==> config.mk <==
export PLATFORM = sky130hd
export DESIGN_NAME = deque_with_key_search
export DESIGN_NICKNAME = d
export VERILOG_FILES = /design/src/dqks_pkg.sv /design/src/dqks_ram.sv /design/src/dqks_ctrl.sv /design/src/dqks_dp.sv /design/src/deque_with_key_search.sv
export VERILOG_INCLUDE_DIRS = /design/src /design/src/src
export SDC_FILE = /design/constraint.sdc
export NUM_CORES = 1
export LEC_CHECK = 0
export ABC_CLOCK_PERIOD_IN_PS = 6770
export BUFFER_PORTS_ARGS = -buffer_cell sky130_fd_sc_hd__clkbuf_2
export CAP_MARGIN = 5
export CORE_ASPECT_RATIO = 1.4
export CORE_MARGIN = 2
export CORE_UTILIZATION = 47
export DETAILED_ROUTE_END_ITERATION = 7
export PLACE_DENSITY_LB_ADDON = 0.08
export REMOVE_ABC_BUFFERS = 1
export SYNTH_ARGS = -nofsm -noshare
export SYNTH_HDL_FRONTEND = slang
export SYNTH_HIERARCHICAL = 1
export SYNTH_SLANG_ARGS = --single-unit
==> constraint.sdc <==
create_clock -name clk -period 6.77 [get_ports clk]
set_input_delay 0.677 -clock clk [delete_from_list [all_inputs] [get_ports clk]]
set_output_delay 0.677 -clock clk [all_outputs]
set_load 0.05 [all_outputs]
==> src/assert_macros.svh <==
// Assertion macros shared by the deque RTL.
// Depends on nothing; include with the bare file name.
`ifndef ASSERT_MACROS_SVH
`define ASSERT_MACROS_SVH
`ifndef ASSERT_OFF
// Plain property, sampled on the rising clock, ignored while in reset.
`define ASSERT_AT(lbl, clk, rst_n, prop) \
	lbl: assert property (@(posedge clk) disable iff (!rst_n) (prop)) \
		else $error("assertion failed");
// Same-cycle implication.
`define ASSERT_IMPLIES(lbl, clk, rst_n, ante, cons) \
	lbl: assert property (@(posedge clk) disable iff (!rst_n) (ante) |-> (cons)) \
		else $error("assertion failed");
// Next-cycle implication.
`define ASSERT_NEXT(lbl, clk, rst_n, ante, cons) \
	lbl: assert property (@(posedge clk) disable iff (!rst_n) (ante) |=> (cons)) \
		else $error("assertion failed");
`else
`define ASSERT_AT(lbl, clk, rst_n, prop)
`define ASSERT_IMPLIES(lbl, clk, rst_n, ante, cons)
`define ASSERT_NEXT(lbl, clk, rst_n, ante, cons)
`endif
`endif

==> src/dqks_pkg.sv <==
// Shared types and codes for the deque with key search.
// No dependencies; imported by the controller, datapath and top level.
package dqks_pkg;

	typedef enum logic [2:0] {
		REQ_PUSH_FRONT = 3'd0,
		REQ_POP_FRONT  = 3'd1,
		REQ_PUSH_REAR  = 3'd2,
		REQ_POP_REAR   = 3'd3,
		REQ_SEARCH     = 3'd4
	} req_e;

	typedef enum logic [1:0] {
		STAT_OK        = 2'd0,
		STAT_EMPTY     = 2'd1,
		STAT_FULL      = 2'd2,
		STAT_NOT_FOUND = 2'd3
	} stat_e;

	typedef enum logic [2:0] {
		S_IDLE,
		S_EXEC,
		S_POP_WAIT,
		S_SCAN,
		S_FINISH
	} state_e;

	// controller -> datapath
	typedef struct packed {
		logic  load;        // latch request and key
		logic  push;        // write entry, move pointers
		logic  pop_rd;      // issue read of the entry to pop
		logic  pop_commit;  // capture popped word, move pointers
		logic  scan_start;  // read front entry, clear offset
		logic  scan_step;   // read next entry, advance offset
		logic  found;       // result: ok with position
		logic  set_res;     // result: given code, zero payload
		stat_e res_code;
		logic  out_load;    // move result into output register
	} cmd_t;

	// datapath -> controller
	typedef struct packed {
		logic [2:0] req;
		logic       full;
		logic       empty;
		logic       match;
		logic       last;
	} sts_t;

endpackage

==> src/dqks_ram.sv <==
// Generic single-write, single-read RAM with registered read data.
// No dependencies.
module dqks_ram #(
	parameter int WIDTH = 32,
	parameter int DEPTH = 16
) (
	input  logic                     clk,
	input  logic                     we,
	input  logic [$clog2(DEPTH)-1:0] waddr,
	input  logic [WIDTH-1:0]         wdata,
	input  logic [$clog2(DEPTH)-1:0] raddr,
	output logic [WIDTH-1:0]         rdata
);

	logic [WIDTH-1:0] mem_q [DEPTH];
	logic [WIDTH-1:0] rdata_q;

	always_ff @(posedge clk) begin
		if (we) begin
			mem_q[waddr] <= wdata;
		end
		rdata_q <= mem_q[raddr];
	end

	assign rdata = rdata_q;

endmodule

==> src/dqks_ctrl.sv <==
// Controller FSM for the deque: sequences one request at a time.
// Depends on dqks_pkg.
module dqks_ctrl
	import dqks_pkg::*;
(
	input  logic clk,
	input  logic arst_n,
	input  logic in_valid,
	output logic in_stall,
	output logic out_valid,
	input  logic out_stall,
	input  sts_t sts,
	output cmd_t cmd
);

	state_e state_q, state_d;
	logic   out_valid_q;
	logic   out_free;

	assign out_free  = !out_valid_q || !out_stall;
	assign in_stall  = (state_q != S_IDLE);
	assign out_valid = out_valid_q;

	always_ff @(posedge clk or negedge arst_n) begin
		if (!arst_n) begin
			state_q     <= S_IDLE;
			out_valid_q <= 1'b0;
		end else begin
			state_q <= state_d;
			if (cmd.out_load) begin
				out_valid_q <= 1'b1;
			end else if (!out_stall) begin
				out_valid_q <= 1'b0;
			end
		end
	end

	always_comb begin
		state_d      = state_q;
		cmd          = '0;
		cmd.res_code = STAT_OK;
		case (state_q)
			S_IDLE: begin
				if (in_valid) begin
					cmd.load = 1'b1;
					state_d  = S_EXEC;
				end
			end
			S_EXEC: begin
				state_d = S_FINISH;
				case (sts.req)
					REQ_PUSH_FRONT, REQ_PUSH_REAR: begin
						cmd.set_res = 1'b1;
						if (sts.full) begin
							cmd.res_code = STAT_FULL;
						end else begin
							cmd.push = 1'b1;
						end
					end
					REQ_POP_FRONT, REQ_POP_REAR: begin
						if (sts.empty) begin
							cmd.set_res  = 1'b1;
							cmd.res_code = STAT_EMPTY;
						end else begin
							cmd.pop_rd = 1'b1;
							state_d    = S_POP_WAIT;
						end
					end
					REQ_SEARCH: begin
						if (sts.empty) begin
							cmd.set_res  = 1'b1;
							cmd.res_code = STAT_EMPTY;
						end else begin
							cmd.scan_start = 1'b1;
							state_d        = S_SCAN;
						end
					end
					default: begin
						cmd.set_res = 1'b1;  // unused code: no effect
					end
				endcase
			end
			S_POP_WAIT: begin
				cmd.pop_commit = 1'b1;
				state_d        = S_FINISH;
			end
			S_SCAN: begin
				if (sts.match) begin
					cmd.found = 1'b1;
					state_d   = S_FINISH;
				end else if (sts.last) begin
					cmd.set_res  = 1'b1;
					cmd.res_code = STAT_NOT_FOUND;
					state_d      = S_FINISH;
				end else begin
					cmd.scan_step = 1'b1;
				end
			end
			S_FINISH: begin
				if (out_free) begin
					cmd.out_load = 1'b1;
					state_d      = S_IDLE;
				end
			end
			default: begin
				state_d = S_IDLE;
			end
		endcase
	end

endmodule

==> src/dqks_dp.sv <==
// Datapath for the deque: ring pointers, entry RAM, scan and result registers.
// Depends on dqks_pkg and dqks_ram.
module dqks_dp
	import dqks_pkg::*;
#(
	parameter int CAPACITY = 16
) (
	input  logic               clk,
	input  logic               arst_n,
	input  logic [2:0]         req_type,
	input  logic signed [31:0] value,
	input  cmd_t               cmd,
	output sts_t               sts,
	output logic [1:0]         status,
	output logic signed [31:0] popped_value,
	output logic [4:0]         position
);

	localparam int IW = $clog2(CAPACITY);
	localparam int CW = $clog2(CAPACITY + 1);
	localparam logic [IW-1:0] CAP_M1 = IW'(CAPACITY - 1);
	localparam logic [CW-1:0] CAP_C  = CW'(CAPACITY);
	localparam logic [CW:0]   CAP_W  = (CW + 1)'(CAPACITY);

	function automatic logic [IW-1:0] wrap_inc(input logic [IW-1:0] i);
		return (i == CAP_M1) ? '0 : IW'(i + 1'b1);
	endfunction

	function automatic logic [IW-1:0] wrap_dec(input logic [IW-1:0] i);
		return (i == '0) ? CAP_M1 : IW'(i - 1'b1);
	endfunction

	// front + off modulo CAPACITY, off never above CAPACITY
	function automatic logic [IW-1:0] slot_add(input logic [IW-1:0] base,
		input logic [CW-1:0] off);
		logic [CW:0] sum;
		sum = {{(CW + 1 - IW){1'b0}}, base} + {1'b0, off};
		if (sum >= CAP_W) begin
			sum = sum - CAP_W;
		end
		return sum[IW-1:0];
	endfunction

	logic [IW-1:0]      front_q;
	logic [CW-1:0]      count_q;
	logic [2:0]         req_q;
	logic signed [31:0] key_q;
	logic [IW-1:0]      scan_slot_q;
	logic [CW-1:0]      off_q;
	logic [1:0]         res_status_q;
	logic [31:0]        res_popped_q;
	logic [4:0]         res_pos_q;
	logic [1:0]         status_q;
	logic [31:0]        popped_q;
	logic [4:0]         pos_q;

	logic [IW-1:0] front_dec;
	logic [IW-1:0] rear_slot;
	logic [IW-1:0] last_slot;
	logic [IW-1:0] scan_next;
	logic [CW:0]   off_p1;
	logic          ram_we;
	logic [IW-1:0] ram_waddr;
	logic [IW-1:0] ram_raddr;
	logic [31:0]   ram_rdata;

	assign front_dec = wrap_dec(front_q);
	assign rear_slot = slot_add(front_q, count_q);
	assign last_slot = slot_add(front_q, CW'(count_q - 1'b1));
	assign scan_next = wrap_inc(scan_slot_q);
	assign off_p1    = {1'b0, off_q} + 1'b1;

	assign ram_we    = cmd.push;
	assign ram_waddr = (req_q == REQ_PUSH_FRONT) ? front_dec : rear_slot;

	always_comb begin
		ram_raddr = front_q;
		if (cmd.pop_rd && req_q == REQ_POP_REAR) begin
			ram_raddr = last_slot;
		end else if (cmd.scan_step) begin
			ram_raddr = scan_next;
		end
	end

	dqks_ram #(
		.WIDTH(32),
		.DEPTH(CAPACITY)
	) u_ram (
		.clk  (clk),
		.we   (ram_we),
		.waddr(ram_waddr),
		.wdata($unsigned(key_q)),
		.raddr(ram_raddr),
		.rdata(ram_rdata)
	);

	assign sts.req   = req_q;
	assign sts.full  = (count_q == CAP_C);
	assign sts.empty = (count_q == '0);
	assign sts.match = (ram_rdata == $unsigned(key_q));
	assign sts.last  = (off_p1 == {1'b0, count_q});

	// ring pointers
	always_ff @(posedge clk or negedge arst_n) begin
		if (!arst_n) begin
			front_q <= '0;
			count_q <= '0;
		end else if (cmd.push) begin
			if (req_q == REQ_PUSH_FRONT) begin
				front_q <= front_dec;
			end
			count_q <= CW'(count_q + 1'b1);
		end else if (cmd.pop_commit) begin
			if (req_q == REQ_POP_FRONT) begin
				front_q <= wrap_inc(front_q);
			end
			count_q <= CW'(count_q - 1'b1);
		end
	end

	// request, scan and result payload
	always_ff @(posedge clk) begin
		if (cmd.load) begin
			req_q <= req_type;
			key_q <= value;
		end
		if (cmd.scan_start) begin
			scan_slot_q <= front_q;
			off_q       <= '0;
		end else if (cmd.scan_step) begin
			scan_slot_q <= scan_next;
			off_q       <= off_p1[CW-1:0];
		end
		if (cmd.set_res) begin
			res_status_q <= cmd.res_code;
			res_popped_q <= '0;
			res_pos_q    <= '0;
		end else if (cmd.pop_commit) begin
			res_status_q <= STAT_OK;
			res_popped_q <= ram_rdata;
			res_pos_q    <= '0;
		end else if (cmd.found) begin
			res_status_q <= STAT_OK;
			res_popped_q <= '0;
			res_pos_q    <= 5'(off_p1);
		end
		if (cmd.out_load) begin
			status_q <= res_status_q;
			popped_q <= res_popped_q;
			pos_q    <= res_pos_q;
		end
	end

	assign status       = status_q;
	assign popped_value = $signed(popped_q);
	assign position     = pos_q;

endmodule

==> src/deque_with_key_search.sv <==
// Top level of the bounded deque with key search.
// Depends on dqks_pkg, dqks_ctrl, dqks_dp, dqks_ram and assert_macros.svh.
//
//  channel | direction | handshake             | payload
//  --------+-----------+-----------------------+--------------------------------
//  request | in        | in_valid / in_stall   | req_type, value
//  result  | out       | out_valid / out_stall | status, popped_value, position
//
// One request is in flight at a time. Push, full, empty and unused codes pass
// through EXEC and FINISH; a pop adds POP_WAIT for its RAM read. A search
// walks the store in SCAN from the front to the match or the last entry,
// one entry per cycle through the single RAM read port.
// Reset clears pointers, FSM and output valid; entry RAM is not cleared.
// A held result does not block the next accept; the FSM only waits for the
// output register to free up before it loads the next transaction's result.
`include "assert_macros.svh"

module deque_with_key_search
	import dqks_pkg::*;
#(
	parameter int CAPACITY = 16
) (
	input  logic               clk,
	input  logic               arst_n,
	input  logic               in_valid,
	output logic               in_stall,
	input  logic [2:0]         req_type,
	input  logic signed [31:0] value,
	output logic               out_valid,
	input  logic               out_stall,
	output logic [1:0]         status,
	output logic signed [31:0] popped_value,
	output logic [4:0]         position
);

	cmd_t cmd;  // controller commands
	sts_t sts;  // datapath flags

	// sequencing and handshakes
	dqks_ctrl u_ctrl (
		.clk      (clk),
		.arst_n   (arst_n),
		.in_valid (in_valid),
		.in_stall (in_stall),
		.out_valid(out_valid),
		.out_stall(out_stall),
		.sts      (sts),
		.cmd      (cmd)
	);

	// ring store, pointers and result registers
	dqks_dp #(
		.CAPACITY(CAPACITY)
	) u_dp (
		.clk         (clk),
		.arst_n      (arst_n),
		.req_type    (req_type),
		.value       (value),
		.cmd         (cmd),
		.sts         (sts),
		.status      (status),
		.popped_value(popped_value),
		.position    (position)
	);

	// after a request is taken the block goes busy
	`ASSERT_NEXT(a_busy_after_accept, clk, arst_n, in_valid && !in_stall, in_stall)
	// result is only loaded into a free output register
	`ASSERT_IMPLIES(a_load_when_free, clk, arst_n, cmd.out_load, !out_valid || !out_stall)
	// a push never lands on a full store
	`ASSERT_IMPLIES(a_no_push_full, clk, arst_n, cmd.push, !sts.full)
	// datapath actions are mutually exclusive
	`ASSERT_AT(a_one_action, clk, arst_n,
		$onehot0({cmd.push, cmd.pop_rd, cmd.pop_commit, cmd.scan_start, cmd.scan_step}))

endmodule
# == Word-level counts from Yosys, hierarchy flattened ==
# Memory sizes are Yosys's and may differ from the RTL's. A register that Yosys moved wholly into a read port is not among the register bits.
# Cells that the tools add are included.
# totals
in_bits,39
memories,1
ff_bits,135
romBits,0
ramBits,512
latch_bits,0
word_cells,121
out_inout_bits,41
# classes
bitwise,0
n_lt_le_gt_ge,2
n_reduce_logical,20
addsub,10
shifts,0
mux,56
multipliers,0
n_eq_ne,18
div_mod_pow,0
# memory_table
name,words,width,rd,rd_clocked_by_memory_dff,wr,line,text
u_dp.u_ram.mem_q,16,32,1,1,1,dqks_ram.sv:15,logic [WIDTH-1:0] mem_q [DEPTH];
# ops
op,count
$mux 32,2
$mux 4,14
$eq 32x32->1,1
$mux 3,9
$mux 1,19
$pmux 3 s5,1
$add 4x5->6,2
$eq 3x2->1 const B,4
$ge 6x5->1 const B,2
$mux 2,6
$pmux 3 s2,2
$sub 4x1->4 const B,3
$mux 5,2
$add 4x1->4 const B,2
$eq 4x4->1 const B,2
$reduce_bool 2->1,4
$add 5x1->6 const B,1
$eq 3x1->1 const B,2
$eq 3x3->1 const B,2
$eq 6x5->1,1
$logic_not 3->1,2
$ne 2x1->1 const B,3
$reduce_and 3->1,2
$reduce_bool 3->1,2
13 further kinds,16

# == Logic depth before layout (Yosys ltp) ==
# Gate-level depths: netlist of run 1.
# depth
word_depth,8
ltp_mapped,14

# == Modules after synthesis ==
# Netlist of run 1, hierarchy kept.
# by_module_without_submodules
mod,instances,cells_each,area_each_um2
dqks_ram,1,838,19835.3
dqks_dp,1,385,5417.7
dqks_ctrl,1,42,342.8

# == Worst setup path before layout of run 1 ==
# OpenSTA, ideal clock, no wires.
# synth_timing
path_type,flip-flop to flip-flop
start,register u_dp.count_q[0]
end,"memory u_dp.u_ram.mem_q[0][0], enable pin"
path_stages_with_launch,7
required_time_ps,6309
period_less_slack_ps,4951
path_buffers,0
t_arrival_ps,4490
slack_ps,1819
cell_sequence,dfrtp_1 > inv_1 > ha_1 > nor4bb_1 > nor4_1 > or3b_2 > nor3_1
# synth_lines
element,line,text
"start, declared",dqks_dp.sv:45,logic [CW-1:0] count_q;
"start signal, assigned",dqks_dp.sv:112,count_q <= CW'(count_q + 1'b1);
"start signal, assigned",dqks_dp.sv:117,count_q <= CW'(count_q - 1'b1);
"end, declared",dqks_ram.sv:15,

==> results of run 1 <==
## sequential cells by signal (all words and copies together) (netlist names), 3 cells and up
name               cells
u_dp/count_q           5
u_dp/req_q             3
u_dp/popped_value     32
u_dp/res_popped_q     32
u_dp/key_q            32
u_dp/scan_slot_q       4
u_dp/off_q             5
u_dp/u_ram/rdata      32
u_dp/position          5
u_dp/u_ram/mem_q     512
u_dp/front_q           4
u_dp/res_pos_q         5
u_ctrl/state_q         3
## Yosys cell counts, drive strengths merged (4+ instances only)
cell    number
a211oi       5
a21oi       16
a22o        33
a22oi       64
a31oi        4
buf         44
clkbuf      21
dfrtp       13
dfxtp       74
edfxtp     592
ha          13
inv         13
mux2         4
mux2i        7
mux4       128
nand2       46
nand2b       4
nand3        4
nand3b       4
nand4        4
nor2        40
nor2b        4
nor3        11
nor3b        4
nor4        10
o21ai        8
xnor2       12
xor2        47
## repair_timing
item,4_1_cts,5_1_grt
hold buffers,1,0
resized for setup,0,0
endpoints found under the hold margin,13,0
setup buffers,0,0
## per-layer routing
| layer | global-route usage (%) | vias up | wire, µm |
|---|---|---|---|
| met1 | 29.2 | 6741 | 25400 |
| met5 | 0 | - | 0 |
| met2 | 37.2 | 346 | 30800 |
| li1 | - | 5368 | - |
| met3 | 3.60 | 74 | 2950 |
| met4 | 6.37 | 0 | 1250 |
## report_power, final
group	total, µW	internal [µW]	switching, µW	leakage (µW)
logic	3670	1540	2140	0.00240
clock network	3790	2240	1560	0.00110
registers	5760	5260	505	0.00613
total	13200	9030	4200	0.00963
## through the flow
step | setup slack [ns] | hold slack (ns) | instance area [µm²] | TNS [ns] | instances
finish | 1.66 | 0.234 | 29300 | 0 | 2155
global route | 1.36 | 0.219 | 29300 | 0 | 2155
CTS | 1.67 | 0.205 | 29300 | 0 | 2155
detailed placement | 1.70 | 0.416 | 27000 | 0 | 2033
global placement | 1.78 | 0.408 | 27000 | 0 | 2033
floorplan | -7.83 | 0.381 | 25200 | -250.67 | 1200
## cells in the final DEF, fill, tap and decap left out, types with 5 or more instances in the layout
| cell type | Yosys | routed |
|---|---|---|
| edfxtp_1 | 592 | 592 |
| ha_1 | 13 | 13 |
| xor2_1 | 47 | 47 |
| buf_4 | 11 | 31 |
| mux4_2 | 128 | 128 |
| inv_1 | 13 | 13 |
| nand2_1 | 46 | 46 |
| o21ai_0 | 8 | 8 |
| clkinv_2 | 0 | 11 |
| nor2_1 | 39 | 25 |
| nor4_1 | 10 | 9 |
| xnor2_1 | 10 | 10 |
| dfrtp_1 | 13 | 13 |
| mux2i_1 | 7 | 7 |
| a211oi_1 | 5 | 5 |
| dfxtp_1 | 74 | 74 |
| bufinv_16 | 0 | 8 |
| nor3_1 | 10 | 6 |
| clkbuf_2 | 1 | 79 |
| clkbuf_1 | 20 | 11 |
| clkinv_1 | 0 | 5 |
| a22o_1 | 33 | 33 |
| nor2_4 | 0 | 14 |
| a22oi_1 | 64 | 64 |
| a21oi_1 | 15 | 12 |
| clkbuf_16 | 0 | 67 |
| clkbuf_8 | 0 | 9 |
## cell type report
class / count / area, µm² / share of cell area [%]
Clock buffer: 87 / 1840 / 6.30
Timing Repair Buffer: 113 / 678 / 2.32
Inverter: 13 / 48.8 / 0.167
Clock inverter: 34 / 412 / 1.41
Sequential cell: 679 / 19600 / 66.9
Tap cell: 721 / 902 / 3.08
Multi-Input combinational cell: 508 / 5790 / 19.8
## kinds of logic after synthesis
family                     after synthesis
AOI/OAI and AO/OA                      144
xor gates and xnor gates                59
adders and majority gates               15
buffers and inverters                   78
DFF                                    679
muxes                                  139
and+or+nand+nor                        151
## final timing paths
check | cells after the start | endpoint | start
worst min register to register | 0 | u_dp/status[0] | u_dp/res_status_q[0]
worst max-delay path | 12 | u_dp/u_ram/rdata[2] | u_dp/key_q[11]
worst max register to register | 12 | u_dp/u_ram/rdata[2] | u_dp/key_q[11]
min in group asynchronous | 2 | u_dp/count_q[2] | arst_n
worst min-delay path | 1 | u_dp/key_q[30] | value[30]
max in group asynchronous | 2 | u_ctrl/state_q[1] | arst_n
## critical path, stage by stage (launching register included)
cell	delay [ns]
edfxtp_1	0.61
xor2_1	0.24
nor4_1	1.09
nand4_1	0.16
nor2_1	0.45
nor3_1	0.12
buf_4	0.21
mux2i_1	0.13
mux2i_1	0.47
nor2b_4	0.99
buf_4	0.38
a22oi_1	0.10
nand2_1	0.07
==> flow_summary_export.csv, run 1 <==
group,metric,value,unit
drt,detail-route-antenna-nets,0,
worst_setup_path,path_class,"reg -> reg",
power_and_ir_drop,powerDensity,452,nW/µm²
synth,synthTopCellsByArea,"edfxtp_1 (69%), mux4_2 (11%), dfxtp_1 (5.8%)",
clock_tree,cts_root_buf,"clkbuf_16",
clock_tree,clock_path_buffers,3,
synth,synth_compound_area_share,4.20,%
die,start_util,47.3,%
clock_tree,cts_max_level,3,
synth,ys_seq_elements,679,
sta,max_freq,0.196,GHz
sta,period_share,75.4,%
clock_tree,cts_tree,"yes",
synth,synth.cell_area,25600,µm²
synth,yosysSeqAreaShare,76.5,%
clock_tree,cts_made_buffers,66,
grt,grt_pass1_vias,12722,
grt,grt_usage,21.8,%
cells_and_area,final_core_util,54.1,%
synth,ys_async_sr_fraction,1.91,%
drt,wirelength,60400,µm
grt,grt_overflow,0,
sta,finalHoldViolCount,0,
power_and_ir_drop,total_power,13200,µW
worst_setup_path,required,7.32,ns
synth,synth_cell_types,62,
synth,synthCells,1265,
power_and_ir_drop,peakVddDrop,380,µV
synth,synth-warning-count,6,
synth,synthXorXnorAreaFrac,2.08,%
sta,period_minus_slack,5.11,ns
sta,drv_slew,0,
placed_design,port_buffers,79,
die,fp.coreArea,54100,µm²
drt,vias_per_cell,5.81,
sta,finClkSkew,0.0282,ns
synth,synthAdderAreaFrac,0.792,%
cells_and_area,drive_gt1_share,27.2,%
synth,ys.flop_type,"edfxtp_1",
placed_design,dpl.hpwl,32000,µm
drt,drtIter0Drc,1058,
worst_setup_path,start_kind,"flip-flop",
synth,synth-simple-area-share,3.09,%
synth,synth_area_per_cell,20.2,µm²
grt,antenna_found_initial,0,
synth,synth_top_family_by_area,"multiplexers",
worst_setup_path,crit_fanout,22,
sta,rsz0062_at_grt,"no",
clock_tree,clk_pin_slew,0.07,ns
grt,grt_start_max_net_pins,91,
job,cap_violations,0,
grt,grt_pass1_wl,87400,µm
die,die_y,280,µm
sta,setup_viol,0,
die,std_cell_rows,101,
cells_and_area,diodes,0,
worst_hold_path,hp-class,"in -> reg",
sta,tightestPinTransition,1.29,ns
cells_and_area,nFillCells,4252,
worst_setup_path,end_kind,"flip-flop",
clock_tree,cts_sinks,679,
synth,synthMuxAreaShare,11.7,%
worst_setup_path,worstPathArrival,5.65,ns
drt,drcViolationCount,0,
clock_tree,worstSkewPairLatency,0.61,ns
drt,post_drt_wl_per_cell,28.0,µm
drt,dr.pass1.iters,5,
cells_and_area,area_growth,14.3,%
synth,synth_edf_count,592,
cells_and_area,final_nets,1435,
worst_setup_path,r2r_slack,1.66,ns
synth,synth.largest_area_cell,"edfxtp_1",
status,status,"finished clean",
drt,vias,12529,
die,dieWidth,201,µm
synth,yosysTopAreaCellShare,69.5,%
die,dieArea,56400,µm²
die,io_pins,80,
power_and_ir_drop,p_leak,0.00963,µW
sta,maxSlewHeadroom,13.4,%
placed_design,place_congestion,0.746,
Power figures use the tool's default switching activity.
==> run 2, diff against run 1 <==
--- a/config.mk
+++ b/config.mk
@@ -6,7 +6,7 @@
 export SDC_FILE = /design/constraint.sdc
 export NUM_CORES = 1
 export LEC_CHECK = 0
-export ABC_CLOCK_PERIOD_IN_PS = 6770
+export ABC_CLOCK_PERIOD_IN_PS = 4700
 export BUFFER_PORTS_ARGS = -buffer_cell sky130_fd_sc_hd__clkbuf_2
 export CAP_MARGIN = 5
 export CORE_ASPECT_RATIO = 1.4
==> constraint.sdc (replaced) <==
create_clock -name clk -period 4.7 [get_ports clk]
set_input_delay 0.47 -clock clk [delete_from_list [all_inputs] [get_ports clk]]
set_output_delay 0.47 -clock clk [all_outputs]
set_load 0.05 [all_outputs]
==> run 2 against run 1 <==
  * Largest power group unchanged
  * Cell count rose by 1.5%
  * Routed wire length fell by 1.1%
  * Flip-flop and latch count did not move
  * Critical endpoint is now u_dp/u_ram/rdata[19]
  * Utilization rose by 0.88 points
  * Non-clock buffer count rose by 35
  * Count of clock-buffer cells in the layout fell by 1
==> flow_summary_export.csv, run 2 (synthesis results as in run 1) <==
group,metric,value,unit
placed_design,place_congestion,0.830,
worst_setup_path,crit_fanout,32,
sta,setup_ws,0.432,ns
sta,max_freq,0.234,GHz
cells_and_area,final_nets,1470,
worst_setup_path,path_cells,"xor2_1 > nor4_1 > buf_4 > nand4_1 > nor2_1 > nor3_1 > buf_4 > mux2i_1 > a21oi_4 > buf_12 > mux4_2 > a22oi_1 > nand2_1",
sta,setup_viol,0,
power_and_ir_drop,peakVddDrop,412,µV
drt,wl_met3,2850,µm
cells_and_area,top_register,"u_dp/u_ram/mem_q",
drt,wl_met1,24500,µm
worst_setup_path,required,5.18,ns
worst_hold_path,hp-class,"in -> reg",
drt,wirelength,59700,µm
job,cap_violations,0,
placed_design,dpl.hpwl,33600,µm
clock_tree,cts_sinks,679,
sta,drv_slew,0,
drt,drcViolationCount,0,
status,status,"finished clean",
drt,drtIter0Drc,850,
drt,detail-route-antenna-nets,0,
clock_tree,worstSkewPairLatency,0.61,ns
worst_setup_path,slowest_delay,0.61,ns
cells_and_area,diodes,0,
sta,period_share,90.8,%
worst_setup_path,end_kind,"flip-flop",
cells_and_area,area_growth,16.1,%
worst_setup_path,worstPathArrival,4.75,ns
drt,dr.pass1.iters,5,
drt,wl_met2,31000,µm
die,io_pins,80,
power_and_ir_drop,p_leak,0.00984,µW
worst_setup_path,path_class,"reg -> reg",
drt,vias_per_cell,5.69,
cells_and_area,drive_gt1_share,28.2,%
die,fp.coreArea,54100,µm²
worst_setup_path,start_kind,"flip-flop",
clock_tree,clk_pin_slew,0.07,ns
sta,maxSlewHeadroom,20.4,%
sta,period_minus_slack,4.27,ns
placed_design,place_ws,0.357,ns
drt,dr.max_layer_used,"met4",
cells_and_area,largest_register_ffs,512,
drt,post_drt_wl_per_cell,27.3,µm
cells_and_area,final_common_cell,"edfxtp_1",
grt,antenna_found_initial,0,
clock_tree,cts_made_buffers,66,
clock_tree,clock_path_buffers,3,
drt,vias,12436,
grt,grt_usage,21.8,%
power_and_ir_drop,total_power,19200,µW
grt,grt_pass1_vias,13176,
clock_tree,cts_root_buf,"clkbuf_16",
worst_setup_path,slowest_stage,"edfxtp_1",
sta,finClkSkew,0.0252,ns
die,std_cell_rows,101,
clock_tree,cts_max_level,3,
die,die_y,280,µm
die,start_util,47.3,%
grt,grt_start_max_net_pins,33,
sta,tightestPinTransition,1.19,ns
worst_setup_path,crit_top_cell,"buf_4",
die,dieWidth,201,µm
clock_tree,cts_tree,"yes",
die,dieArea,56400,µm²
grt,grt_pass1_wl,87700,µm
sta,rsz0062_at_grt,"no",
cells_and_area,mostFrequentLayoutCells,"edfxtp_1 (592), mux4_2 (128), clkbuf_2 (79), dfxtp_1 (74), clkbuf_16 (70)",
power_and_ir_drop,powerDensity,647,nW/µm²
placed_design,port_buffers,79,
sta,finalHoldViolCount,0,
grt,grt_overflow,0,
run 2: worst max-delay path, delay by kind of cell (launching register included):
| kind | cells | cell delay, ns |
|---|---|---|
| AND/OR/NAND/NOR | 5 | 1.26 |
| AO/OA/AOI/OAI | 2 | 0.73 |
| buffers and inverters | 3 | 0.72 |
| flip-flops | 1 | 0.61 |
| multiplexers | 2 | 0.51 |
| XOR/XNOR | 1 | 0.26 |
run 2: final timing paths:
| check | cells past startpoint | slack, ns | startpoint | to |
|---|---|---|---|---|
| setup / recovery | 13 | 0.43 | u_dp/key_q[26] | u_dp/u_ram/rdata[19] |
| hold / removal | 1 | 0.04 | value[27] | u_dp/key_q[27] |
| setup reg to reg | 13 | 0.43 | u_dp/key_q[26] | u_dp/u_ram/rdata[19] |
| hold reg to reg | 0 | 0.42 | u_dp/res_status_q[1] | u_dp/status[1] |
| max in group asynchronous | 2 | 4.08 | arst_n | u_dp/front_q[2] |
| min in group asynchronous | 2 | 0.34 | arst_n | u_dp/count_q[0] |
run 2: timing repair:
item | 4_1_cts | 5_1_grt
resized for setup | 0 | 0
hold endpoints to repair | 16 | 0
hold buffers | 4 | 0
buffers inserted | 0 | 0
run 2: layer usage:
layer | global-route usage, % | vias to the layer above
met5 | 0 | -
li1 | - | 5457
met4 | 7.28 | 0
met2 | 38.0 | 338
met1 | 28.5 | 6562
met3 | 2.90 | 79
run 2: final cells by class:
type                    instances  area [µm²]
clock inverters                32         298
clock buffers                  86        1870
repair buffers                148        1240
multi-input cells             508        5790
flip-flops and latches        679       19600
inverters                      13        48.8
well taps                     721         902
fillers                      4248       24400
run 2: where the power goes:
group	leakage (µW)	internal (µW)	switching [µW]
registers	0.00613	7560	590
clock network	0.00106	3090	2200
logic	0.00265	2510	3270
total	0.00984	13200	6060
run 2: metrics by stage:
stage          util (%)  hold slack, ns  cell area (µm²)  std cells  setup TNS (ns)
5_1_grt            55.0          0.0195            29700       2187               0
4_1_cts            55.0         0.00218            29700       2187               0
6_report           55.0          0.0400            29700       2187               0
3_5_place_dp       50.9           0.402            27500       2065               0
2_1_floorplan         -           0.174            25200       1200         -418.80
3_3_place_gp       50.9           0.399            27500       2065               0
